$ cat src/design/gctc_pkg.sv
// Shared types, constants and tables for the civil / GPS time converter.
package gctc_pkg;

  // Direction codes carried in the action field
  localparam logic ACT_TO_GPS   = 1'b0;
  localparam logic ACT_TO_CIVIL = 1'b1;

  // Microsecond spans
  localparam logic [39:0] US_PER_MIN  = 40'd60_000_000;
  localparam logic [39:0] US_PER_HOUR = 40'd3_600_000_000;
  localparam logic [39:0] US_PER_DAY  = 40'd86_400_000_000;

  // Input transaction
  typedef struct packed {
    logic        action;
    logic [11:0] year;
    logic [3:0]  month;
    logic [4:0]  day;
    logic [4:0]  hour;
    logic [5:0]  minute;
    logic [25:0] second_us;
    logic [12:0] week;
    logic [39:0] sec_of_week_us;
  } gctc_in_t;

  // Result transaction
  typedef struct packed {
    logic [11:0] res_year;
    logic [3:0]  res_month;
    logic [4:0]  res_day;
    logic [4:0]  res_hour;
    logic [5:0]  res_minute;
    logic [25:0] res_second_us;
    logic [12:0] res_week;
    logic [39:0] res_sec_of_week_us;
    logic        out_of_range;
  } gctc_out_t;

  // Normalized time: whole days since the GPS epoch plus time of day
  typedef struct packed {
    logic [15:0] day_num;
    logic [36:0] tod_us;
  } gctc_norm_t;

  // Per-transaction control that rides along the pipeline
  typedef struct packed {
    logic action;
    logic oor;
  } gctc_tag_t;

  // Civil back-end result
  typedef struct packed {
    logic [11:0] year;
    logic [3:0]  month;
    logic [4:0]  day;
    logic [4:0]  hour;
    logic [5:0]  minute;
    logic [25:0] second_us;
  } gctc_civil_t;

  // GPS back-end result
  typedef struct packed {
    logic [12:0] week;
    logic [39:0] sec_of_week_us;
  } gctc_gps_t;

  // floor(30.6001 * idx), the month-length table of the Julian-day formulas
  function automatic logic [8:0] floor30(input logic [4:0] idx);
    logic [8:0] val;
    unique case (idx)
      5'd0:    val = 9'd0;
      5'd1:    val = 9'd30;
      5'd2:    val = 9'd61;
      5'd3:    val = 9'd91;
      5'd4:    val = 9'd122;
      5'd5:    val = 9'd153;
      5'd6:    val = 9'd183;
      5'd7:    val = 9'd214;
      5'd8:    val = 9'd244;
      5'd9:    val = 9'd275;
      5'd10:   val = 9'd306;
      5'd11:   val = 9'd336;
      5'd12:   val = 9'd367;
      5'd13:   val = 9'd397;
      5'd14:   val = 9'd428;
      5'd15:   val = 9'd459;
      5'd16:   val = 9'd489;
      default: val = 9'd0;
    endcase
    return val;
  endfunction

endpackage

$ cat src/design/gctc_front.sv
// Front end: turns either input form into day count plus time of day (stages 1-3).
module gctc_front import gctc_pkg::*; (
  input  logic       clk,
  input  logic [2:0] stg_en,
  input  gctc_in_t   in_data,
  output gctc_norm_t norm,
  output gctc_tag_t  tag
);

  // 1461 + 679019 + 44244: folds the year offset and MJD of the GPS epoch
  localparam logic signed [23:0] DAY_BASE_OFS = 24'sd724724;
  localparam logic signed [21:0] DAYS_LIMIT   = 22'sd43825;   // 2100-01-01
  localparam int                 SOW_DAYS_MAX = 12;

  // Stage 1: day base and raw microsecond count
  logic [12:0]        yr_adj;
  logic [4:0]         mon_idx;
  logic [22:0]        yr_days;
  logic signed [23:0] civ_base;
  logic [39:0]        civ_tod;
  logic signed [21:0] s1_base_nxt;
  logic [39:0]        s1_tod_nxt;

  logic signed [21:0] s1_base_r;
  logic [39:0]        s1_tod_r;
  logic               s1_action_r;

  always_comb begin
    // January and February count as months 13 and 14 of the year before
    if (in_data.month <= 4'd2) begin
      yr_adj  = 13'(in_data.year) + 13'd3;
      mon_idx = 5'(in_data.month) + 5'd13;
    end else begin
      yr_adj  = 13'(in_data.year) + 13'd4;
      mon_idx = 5'(in_data.month) + 5'd1;
    end
    yr_days  = (23'(yr_adj) * 23'd1461) >> 2;
    civ_base = $signed({1'b0, yr_days}) + $signed({15'd0, floor30(mon_idx)})
             + $signed({19'd0, in_data.day}) - DAY_BASE_OFS;
    civ_tod  = 40'(in_data.hour) * US_PER_HOUR + 40'(in_data.minute) * US_PER_MIN
             + 40'(in_data.second_us);

    if (in_data.action == ACT_TO_GPS) begin
      s1_base_nxt = 22'(civ_base);
      s1_tod_nxt  = civ_tod;
    end else begin
      s1_base_nxt = $signed({6'd0, 16'(in_data.week) * 16'd7});
      s1_tod_nxt  = in_data.sec_of_week_us;
    end
  end

  always_ff @(posedge clk) begin
    if (stg_en[0]) begin
      s1_base_r   <= s1_base_nxt;
      s1_tod_r    <= s1_tod_nxt;
      s1_action_r <= in_data.action;
    end
  end

  // Stage 2: whole days held in the microsecond count
  logic [3:0]         s2_q_nxt;
  logic signed [21:0] s2_base_r;
  logic [39:0]        s2_tod_r;
  logic [3:0]         s2_q_r;
  logic               s2_action_r;

  always_comb begin
    s2_q_nxt = 4'd0;
    for (int k = 1; k <= SOW_DAYS_MAX; k++) begin
      if (s1_tod_r >= 40'(k) * US_PER_DAY) begin
        s2_q_nxt = s2_q_nxt + 4'd1;
      end
    end
  end

  always_ff @(posedge clk) begin
    if (stg_en[1]) begin
      s2_base_r   <= s1_base_r;
      s2_tod_r    <= s1_tod_r;
      s2_q_r      <= s2_q_nxt;
      s2_action_r <= s1_action_r;
    end
  end

  // Stage 3: fold the day carry in, take the remainder, range check
  logic signed [21:0] day_sum;
  logic [36:0]        rem_nxt;
  gctc_norm_t         norm_r;
  gctc_tag_t          tag_r;

  always_comb begin
    day_sum = s2_base_r + $signed({18'd0, s2_q_r});
    rem_nxt = 37'(s2_tod_r - 40'(s2_q_r) * US_PER_DAY);
  end

  always_ff @(posedge clk) begin
    if (stg_en[2]) begin
      norm_r.day_num <= day_sum[15:0];
      norm_r.tod_us  <= rem_nxt;
      tag_r.action   <= s2_action_r;
      tag_r.oor      <= (day_sum < 22'sd0) || (day_sum >= DAYS_LIMIT);
    end
  end

  assign norm = norm_r;
  assign tag  = tag_r;

endmodule

$ cat src/design/gctc_gps_back.sv
// GPS back end: day count and time of day to week and seconds of week (stages 4-6).
module gctc_gps_back import gctc_pkg::*; (
  input  logic       clk,
  input  logic [2:0] stg_en,
  input  gctc_norm_t norm,
  output gctc_gps_t  gps
);

  // ceil(2^19 / 7), exact for day counts below 2^16
  localparam logic [32:0] W_RECIP = 33'd74899;

  // Stage 4: reciprocal multiply for the week number
  logic [32:0] s4_prod_r;
  logic [15:0] s4_day_r;
  logic [36:0] s4_tod_r;

  always_ff @(posedge clk) begin
    if (stg_en[0]) begin
      s4_prod_r <= 33'(norm.day_num) * W_RECIP;
      s4_day_r  <= norm.day_num;
      s4_tod_r  <= norm.tod_us;
    end
  end

  // Stage 5: week and day of week
  logic [12:0] week_nxt;
  logic [2:0]  dow_nxt;
  logic [12:0] s5_week_r;
  logic [2:0]  s5_dow_r;
  logic [36:0] s5_tod_r;

  always_comb begin
    week_nxt = s4_prod_r[31:19];
    dow_nxt  = 3'(s4_day_r - 16'(week_nxt) * 16'd7);
  end

  always_ff @(posedge clk) begin
    if (stg_en[1]) begin
      s5_week_r <= week_nxt;
      s5_dow_r  <= dow_nxt;
      s5_tod_r  <= s4_tod_r;
    end
  end

  // Stage 6: seconds of week
  logic [12:0] s6_week_r;
  logic [39:0] s6_sow_r;

  always_ff @(posedge clk) begin
    if (stg_en[2]) begin
      s6_week_r <= s5_week_r;
      s6_sow_r  <= 40'(s5_dow_r) * US_PER_DAY + 40'(s5_tod_r);
    end
  end

  assign gps.week           = s6_week_r;
  assign gps.sec_of_week_us = s6_sow_r;

endmodule

$ cat src/design/gctc_civil_back.sv
// Civil back end: day count and time of day to calendar date and clock time (stages 4-6).
module gctc_civil_back import gctc_pkg::*; (
  input  logic        clk,
  input  logic [2:0]  stg_en,
  input  gctc_norm_t  norm,
  output gctc_civil_t civil
);

  // ceil(2^38 / 36525): year count from 100*days, exact for numerators below 2^26
  localparam logic [45:0] C_RECIP = 46'd7525747;
  // Day offset into the year-count numerator (remainder of its fixed part)
  localparam logic [22:0] C_OFS   = 23'd31115;
  // ceil(2^49 / 3515625): hours from tod >> 10
  localparam logic [54:0] H_RECIP = 55'd160127987;
  // ceil(2^42 / 234375): minutes from remainder >> 8
  localparam logic [48:0] M_RECIP = 49'd18764999;
  localparam int          E_MAX   = 16;

  // Stage 4: reciprocal multiplies for year count and hour
  logic [22:0] c_num;
  logic [45:0] s4_cprod_r;
  logic [54:0] s4_hprod_r;
  logic [15:0] s4_day_r;
  logic [36:0] s4_tod_r;

  assign c_num = 23'(norm.day_num) * 23'd100 + C_OFS;

  always_ff @(posedge clk) begin
    if (stg_en[0]) begin
      s4_cprod_r <= 46'(c_num) * C_RECIP;
      s4_hprod_r <= 55'(norm.tod_us[36:10]) * H_RECIP;
      s4_day_r   <= norm.day_num;
      s4_tod_r   <= norm.tod_us;
    end
  end

  // Stage 5: day within the shifted year, hour remainder
  logic [6:0]  cyr_nxt;
  logic [17:0] g_full;
  logic [4:0]  hour_nxt;
  logic [31:0] rem2_nxt;
  logic [6:0]  s5_cyr_r;
  logic [9:0]  s5_g_r;
  logic [4:0]  s5_hour_r;
  logic [31:0] s5_rem2_r;

  always_comb begin
    cyr_nxt  = s4_cprod_r[44:38];
    g_full   = 18'(s4_day_r) + 18'd434 - ((18'(cyr_nxt) * 18'd1461 + 18'd3) >> 2);
    hour_nxt = s4_hprod_r[53:49];
    rem2_nxt = 32'(40'(s4_tod_r) - 40'(hour_nxt) * US_PER_HOUR);
  end

  always_ff @(posedge clk) begin
    if (stg_en[1]) begin
      s5_cyr_r  <= cyr_nxt;
      s5_g_r    <= g_full[9:0];
      s5_hour_r <= hour_nxt;
      s5_rem2_r <= rem2_nxt;
    end
  end

  // Stage 6: shifted month index, minute multiply
  logic [4:0]  e_nxt;
  logic [4:0]  s6_e_r;
  logic [9:0]  s6_g_r;
  logic [6:0]  s6_cyr_r;
  logic [4:0]  s6_hour_r;
  logic [31:0] s6_rem2_r;
  logic [48:0] s6_mprod_r;

  // month index = number of table thresholds the day count lies above
  always_comb begin
    e_nxt = 5'd0;
    for (int k = 1; k <= E_MAX; k++) begin
      if (s5_g_r > 10'(floor30(5'(k)))) begin
        e_nxt = e_nxt + 5'd1;
      end
    end
  end

  always_ff @(posedge clk) begin
    if (stg_en[2]) begin
      s6_e_r     <= e_nxt;
      s6_g_r     <= s5_g_r;
      s6_cyr_r   <= s5_cyr_r;
      s6_hour_r  <= s5_hour_r;
      s6_rem2_r  <= s5_rem2_r;
      s6_mprod_r <= 49'(s5_rem2_r[31:8]) * M_RECIP;
    end
  end

  // Final: calendar fields, minute and seconds (registered at the output)
  logic [3:0] mon_val;
  logic [5:0] min_val;

  always_comb begin
    if (s6_e_r >= 5'd14) begin
      mon_val = 4'(s6_e_r - 5'd13);
    end else begin
      mon_val = 4'(s6_e_r - 5'd1);
    end
    min_val = s6_mprod_r[47:42];

    civil.month = mon_val;
    civil.day   = 5'(s6_g_r - 10'(floor30(s6_e_r)));
    // March onward belongs to the same year count, Jan and Feb to the next
    civil.year  = 12'd1980 + 12'(s6_cyr_r) - ((mon_val >= 4'd3) ? 12'd1 : 12'd0);
    civil.hour  = s6_hour_r;
    civil.minute    = min_val;
    civil.second_us = 26'(s6_rem2_r - 32'(min_val) * 32'(US_PER_MIN));
  end

endmodule

$ cat src/design/civil_gps_time_converter.sv
// Top level: civil date/time <-> GPS week/seconds converter, seven-stage pipeline.
// Data passes front end stages 1-3, back end stages 4-6, then the output register.
// Throughput: one transaction per cycle; each stage holds while the one after it
// is full and stalled, so empty stages still fill while the output waits.
// Reciprocal multiplies in the back ends: day/week split, year count, hour, minute.
// Reset (rst_n low, synchronous) clears the stage valid bits only; no other state.
module civil_gps_time_converter import gctc_pkg::*; (
  input  logic      clk,
  input  logic      rst_n,
  input  logic      in_valid,
  output logic      in_stall,
  input  gctc_in_t  in_data,
  output logic      out_valid,
  input  logic      out_stall,
  output gctc_out_t out_data
);

  localparam int NUM_STG = 7;

  // Stage valid bits and per-stage enables
  logic [NUM_STG:1]   vld_r;
  logic [NUM_STG:1]   vld_nxt;
  logic [NUM_STG-1:0] vld_in;
  logic [NUM_STG+1:1] stg_en;

  always_comb begin
    stg_en[NUM_STG+1] = !out_stall;
    for (int k = NUM_STG; k >= 1; k--) begin
      stg_en[k] = !vld_r[k] || stg_en[k+1];
    end
  end

  assign vld_in = {vld_r[NUM_STG-1:1], in_valid};

  always_comb begin
    for (int k = 1; k <= NUM_STG; k++) begin
      vld_nxt[k] = stg_en[k] ? vld_in[k-1] : vld_r[k];
    end
  end

  always_ff @(posedge clk) begin
    if (!rst_n) begin
      vld_r <= '0;
    end else begin
      vld_r <= vld_nxt;
    end
  end

  assign in_stall  = !stg_en[1];
  assign out_valid = vld_r[NUM_STG];

  // Datapath
  gctc_norm_t  norm;
  gctc_tag_t   tag3;
  gctc_civil_t civil;
  gctc_gps_t   gps;

  gctc_front u_front (
    .clk     (clk),
    .stg_en  (stg_en[3:1]),
    .in_data (in_data),
    .norm    (norm),
    .tag     (tag3)
  );

  gctc_gps_back u_gps_back (
    .clk    (clk),
    .stg_en (stg_en[6:4]),
    .norm   (norm),
    .gps    (gps)
  );

  gctc_civil_back u_civil_back (
    .clk    (clk),
    .stg_en (stg_en[6:4]),
    .norm   (norm),
    .civil  (civil)
  );

  // Control tag alongside the back ends
  gctc_tag_t tag4_r;
  gctc_tag_t tag5_r;
  gctc_tag_t tag6_r;

  always_ff @(posedge clk) begin
    if (stg_en[4]) begin
      tag4_r <= tag3;
    end
    if (stg_en[5]) begin
      tag5_r <= tag4_r;
    end
    if (stg_en[6]) begin
      tag6_r <= tag5_r;
    end
  end

  // Output register: pick the direction, zero everything when out of range
  gctc_out_t out_nxt;
  gctc_out_t out_data_r;

  always_comb begin
    out_nxt              = '0;
    out_nxt.out_of_range = tag6_r.oor;
    if (!tag6_r.oor) begin
      if (tag6_r.action == ACT_TO_CIVIL) begin
        out_nxt.res_year      = civil.year;
        out_nxt.res_month     = civil.month;
        out_nxt.res_day       = civil.day;
        out_nxt.res_hour      = civil.hour;
        out_nxt.res_minute    = civil.minute;
        out_nxt.res_second_us = civil.second_us;
      end else begin
        out_nxt.res_week           = gps.week;
        out_nxt.res_sec_of_week_us = gps.sec_of_week_us;
      end
    end
  end

  always_ff @(posedge clk) begin
    if (stg_en[NUM_STG]) begin
      out_data_r <= out_nxt;
    end
  end

  assign out_data = out_data_r;

endmodule
$ cat config.mk
export PLATFORM = sky130hd
export DESIGN_NAME = civil_gps_time_converter
export DESIGN_NICKNAME = d
export VERILOG_FILES = /design/src/design/gctc_pkg.sv /design/src/design/gctc_front.sv /design/src/design/gctc_gps_back.sv /design/src/design/gctc_civil_back.sv /design/src/design/civil_gps_time_converter.sv
export SDC_FILE = /design/constraint.sdc
export NUM_CORES = 2
export LEC_CHECK = 0
export BUFFER_PORTS_ARGS = -buffer_cell sky130_fd_sc_hd__clkbuf_2
export CAP_MARGIN = 15
export CORE_ASPECT_RATIO = 0.5
export CORE_UTILIZATION = 50
export DETAILED_ROUTE_END_ITERATION = 12
export PLACE_DENSITY = 0.72
export SLEW_MARGIN = 30
export SYNTH_ARGS = -nofsm -noshare
export SYNTH_HDL_FRONTEND = slang
export SYNTH_SLANG_ARGS = --single-unit
$ cat constraint.sdc
create_clock -name clk -period 11.4 [get_ports clk]
set_input_delay 0.57 -clock clk [delete_from_list [all_inputs] [get_ports clk]]
set_output_delay 0.57 -clock clk [all_outputs]
set_load 0.005 [all_outputs]
# == Yosys cells after proc, flatten, opt, wreduce, memory -nomap -nowiden ==
# Memory sizes are Yosys's and may differ from the RTL's. A register that Yosys moved wholly into a read port is not among the register bits.
# Cells that the tools add are included.
# totals
out_inout_bits,114
ramBits,0
mem_bits_ro,576
input_bits,116
latchBits,0
regBits,741
mem_count,2
# op_classes
order_cmp,33
n_addsub,50
mux,35
n_div,0
multipliers,15
shift,0
eq_ne,0
n_reduce_logical,19
bitwise,1
# mem_list
memory,words,word_bits,rd,rd_clocked_by_memory_dff,write_ports,line_no,text
(name not given),32,9,1,1,0,gctc_pkg.sv:70,unique case (idx)
(name not given),32,9,1,0,0,gctc_pkg.sv:70,
# ops
cell,count
"greater-or-equal comparator 40 bit, second input constant",6
"greater-or-equal comparator 40 x 39 -> 1 bit, second input constant",3
two-way mux 5 bit,17
"greater-or-equal comparator 40 x 38 -> 1 bit, second input constant",2
"greater-than comparator 10 x 9 -> 1 bit, second input constant",8
"adder 5 x 1 -> 5 bit, second input constant",14
"multiplier 27 x 28 -> 54 bit, second input constant",1
"multiplier 24 x 25 -> 48 bit, second input constant",1
two-way mux 4 bit,12
"multiplier 23 x 23 -> 45 bit, second input constant",1
"adder 4 x 1 -> 4 bit, second input constant",10
adder 40 x 26 -> 40 bit,1
adder 40 x 37 -> 40 bit,1
"greater-or-equal comparator 40 x 37 -> 1 bit, second input constant",1
"greater-than comparator 10 x 8 -> 1 bit, second input constant",4
two-way mux 40 bit,1
adder 37 x 32 -> 38 bit,1
subtractor 37 bit,1
"multiplier 16 x 17 -> 32 bit, second input constant",1
subtractor 32 bit,1
"multiplier 3 x 24 -> 27 bit, second input constant",1
"multiplier 5 x 22 -> 27 bit, second input constant",1
subtractor 26 bit,1
"multiplier 4 x 24 -> 24 bit, second input constant",1
42 further kinds,62

# == Depth between registers and ports, before layout ==
# depth
depth_word,33
ltp_mapped,56

# == Hierarchy ==
# A second synthesis with hierarchy kept.
# unflattened
cells_unflattened,7365
area_unflattened_um2,79073.3
# by_module_without_submodules
mod,area_each_um2,seq_area_each_um2,instances,cells_per_inst
gctc_civil_back,44166.1,4964.8,1,4211
gctc_front,20360.8,5465.2,1,2115
gctc_gps_back,9934.5,4774.6,1,767
civil_gps_time_converter,4611.9,3683.5,1,272

# == Worst setup path before layout ==
# OpenSTA, ideal clock, no wires.
# synth_timing
kind,reg2reg
startpoint,"register u_front.norm_r, in the netlist u_front.norm[38]"
endpoint,"register u_civil_back.s4_cprod_r[44], data pin"
path_buffers,1
required_ns,11.140
slack_ns,-0.028
period_less_slack_ns,11.428
arrival_time_ns,11.169
setup_time_ns,0.260
stages_incl_launch_ff,47
cell_sequence,edfxtp_1 -> clkbuf_1 -> inv_1 -> ha_1 -> inv_1 -> ha_1 -> inv_1 -> fa_1 -> inv_1 -> ha_1 -> nor2b_1 -> o21ai_0 -> a21boi_0 -> o21ai_0 -> a21boi_0 -> o21ai_0 -> a21boi_0 -> o21ai_0 -> [... 11 more ...] -> fa_1 -> inv_1 -> fa_1 -> fa_1 -> fa_1 -> inv_1 -> fa_1 -> inv_1 -> ha_1 -> o2111ai_1 -> a2111oi_0 -> a211oi_1 -> nor3_1 -> a211o_1 -> a31o_2 -> a211o_1 -> a21oi_1 -> xnor2_1
# synth_between
elab_chain_len,3
# synth_rtl
item,line_no,text
from (decl),gctc_front.sv:88,gctc_norm_t norm_r;
multiplier 16 x 5 -> 21 bit,gctc_civil_back.sv:26,assign c_num = 23'(norm.day_num) * 23'd100 + C_OFS;
adder 23 x 15 -> 23 bit,gctc_civil_back.sv:26,
multiplier 23 x 23 -> 45 bit,gctc_civil_back.sv:30,s4_cprod_r <= 46'(c_num) * C_RECIP;
to (signal assigned),gctc_civil_back.sv:30,
to (decl),gctc_civil_back.sv:21,logic [45:0] s4_cprod_r;
# No other way between the ends.
# A chain may end at the register's enable or synchronous reset.

# == Worst setup path in the final report ==
# layout_timing
startpoint,"register u_front.norm_r, in the netlist u_front.norm[39]"
endpoint,"register u_civil_back.s4_cprod_r[44], data pin"
# Same word-level chain as after synthesis.

==> out/metrics.cfg <==
[worst_hold_path]
hp-class=in2reg
hold_depth=2

[global_route]
antenna_found_initial=16
grt_pass1_wl_um=280500
grt_overflow=0
grt_start_max_net_pins=66
first_global_vias=52620
grt_usage_pct=23.03

[synthesis]
synth_top_cells_by_count=1642 x inv_1, 1435 x ha_1, 916 x fa_1, 566 x edfxtp_1, 303 x xnor2_1
synth.distinct_cells=92
synth_edf_count=566
synth_top_area_share_pct=24.06
yosysSeqAreaShare_pct=22.62
synthCells=7216
synthArstFlopShare_pct=0
synth-seq-cells=578
synth_area_leader_cell=fa_1
synth_area_leaders=fa_1 24%, ha_1 24%, edfxtp_1 22%
yosysWarnings=0
ys.flop_type=edfxtp_1
netlist_area_um2=76210
synth_nets=9683
syn_area_per_cell_um2=10.56
yosysMostFrequentCell=inv_1

[sta]
max_slew_margin_pct=35.11
hold_violations=0
fin_crit_sh_pct=94.60
max_slew.worst_pin.slew_ns=0.9651
min_period_ns=10.78
clock.fmax_ghz=0.09273
finalSetupViolations=0
skew_ns=0.02967
slew_violations=0

[clock_network]
holdBufCountCts=0
clk_pin_slew_ns=0.07
clk_path_buf_depth=3
clk_latency_ns=0.69
cts_tree=done
cts_root_buf=clkbuf_16
cts_num_sinks=578
htree_levels=2
cts_buffers=59

[floorplan]
die_area_um2=154100
die_height_um=278.1
row_count=100
start_util_pct=50.80
die_width_um=554.1
coreArea_um2=150000
io_pins=230

[setup_path]
crit_fanout=8
path_common_cell=fa_1
cp.arrival_ns=11.21
cp.required_ns=11.82
critPathKind=reg2reg
ff2ff_setup_slack_ns=0.62
cp_slowest_cell=fa_1
slowest_delay_ns=0.55
reg2reg_depth=41
startpoint_type=flip-flop
end_kind=flip-flop

[final_layout]
syn2layout_area_growth_pct=7.868
fin_nets=9957
drive_gt1_share_pct=6.738
final_area_um2=82200
nFillCells=12840

[run_status]
status=completed

[routing]
drtPass1Iterations=5
drc_errors=0
drt_iter0_drc=3043
wl_per_cell_um=18.14
vias=50350
vias_per_cell=5.283
wirelength_um=172900
ant_nets=0

[placed_design]
hpwlAfterDp_um=148100
portBuffers=229
place.gp.congestion=0.9728
placed_area_um2=79990

[job]
maxCapViolCount=0

==> final timing paths <==
kind / endpoint / start
max: u_civil_back.s4_cprod_r[44] / u_front.norm[39]
max reg2reg: u_civil_back.s4_cprod_r[44] / u_front.norm[39]
min reg2reg: u_gps_back.s5_tod_r[4] / u_gps_back.s4_tod_r[4]
min: vld_r[1] / in_valid
==> placed cells by master, fill, tap and decap left out, types with 24 or more instances in the layout <==
master	instances
or2_2	33
nand3_1	78
or3_1	24
clkbuf_2	228
a31oi_1	33
buf_4	63
a21o_1	112
nor3_1	100
o211ai_1	25
a21oi_1	259
fa_1	916
o21ai_0	239
and3_1	35
nand2b_1	40
xnor2_1	300
nor2_1	280
edfxtp_1	566
ha_1	1434
and2_1	98
nor2b_1	50
o21bai_1	53
nand4_1	36
xor2_1	109
o21a_1	41
inv_1	1639
clkbuf_16	59
a21boi_0	45
nand2_1	226
==> per-layer routing <==
layer  track usage (%)  share of wire, %
met1             31.66                46
met2             37.35                45
met5                 0             0.068
met3             4.847               6.5
met4             5.257               2.4
==> cell families (layout without fill, tap and decap cells) <==
group                    count (synthesis)  in the layout  share of synthesized area [%]
adder cells (fa/ha/maj)               2351           2351                          47.62
buffers and inverters                 1721           2044                          8.510
AND/OR/NAND/NOR                       1088           1088                          7.091
AO/OA/AOI/OAI                         1010           1010                          8.510
flip-flops                             578            578                          22.62
XOR/XNOR                               421            421                          4.970
multiplexers                            47             47                         0.6781
other                                    0              2                              0
==> state kept, by name, indices dropped and copies added, names as in the netlist, 37 cells and up, named ones only <==
signal               flops
out_data               112
u_front.norm            53
u_front.s1_tod_r        40
u_gps_back.s6_sow_r     40
u_front.s2_tod_r        37
u_gps_back.s4_tod_r     37
u_gps_back.s5_tod_r     37
==> what timing repair did <==
action | in CTS | in global routing
endpoints found under the setup margin | 0 | 11
buffers inserted | 0 | 7
resized for setup | 0 | 29
==> cell type report <==
class	instances	area (µm²)	area share, %
Timing Repair Buffer	291	1614	1.964
Tap cell	1989	2489	3.027
Sequential cell	578	17240	20.97
Clock inverter	50	585.6	0.7123
Antenna cell	2	5.005	0.006088
Clock buffer	60	1480	1.801
Multi-Input combinational cell	4917	52620	64.01
Inverter	1643	6171	7.507
==> metrics by stage <==
stage | hold slack (ns) | setup WS [ns] | utilization [%] | setup TNS [ns] | instances
finish | 0.1122 | 0.6161 | 54.79 | 0 | 9530
global placement | 0.4004 | 0.3295 | 53.32 | 0 | 9411
detailed placement | 0.4045 | 0.1734 | 53.32 | 0 | 9411
global route | 0.09581 | -0.01662 | 54.79 | -0.01902 | 9528
floorplan | 0.4003 | 0.1523 | - | 0 | 7216
CTS | 0.06780 | 0.09316 | 54.70 | 0 | 9521
==> worst max-delay path, delay by kind of cell (launching register included) <==
kind	cells	cell delay [ns]
fa+ha+maj	12	5.25
simple gates	2	0.26
xor+xnor	3	0.58
flops	1	0.46
buf+inv	7	0.47
compound gates	17	3.51
Power is left out: the tool's default activity adds up to more than one toggle a clock period on the data nets, which glitch-free logic cannot reach.
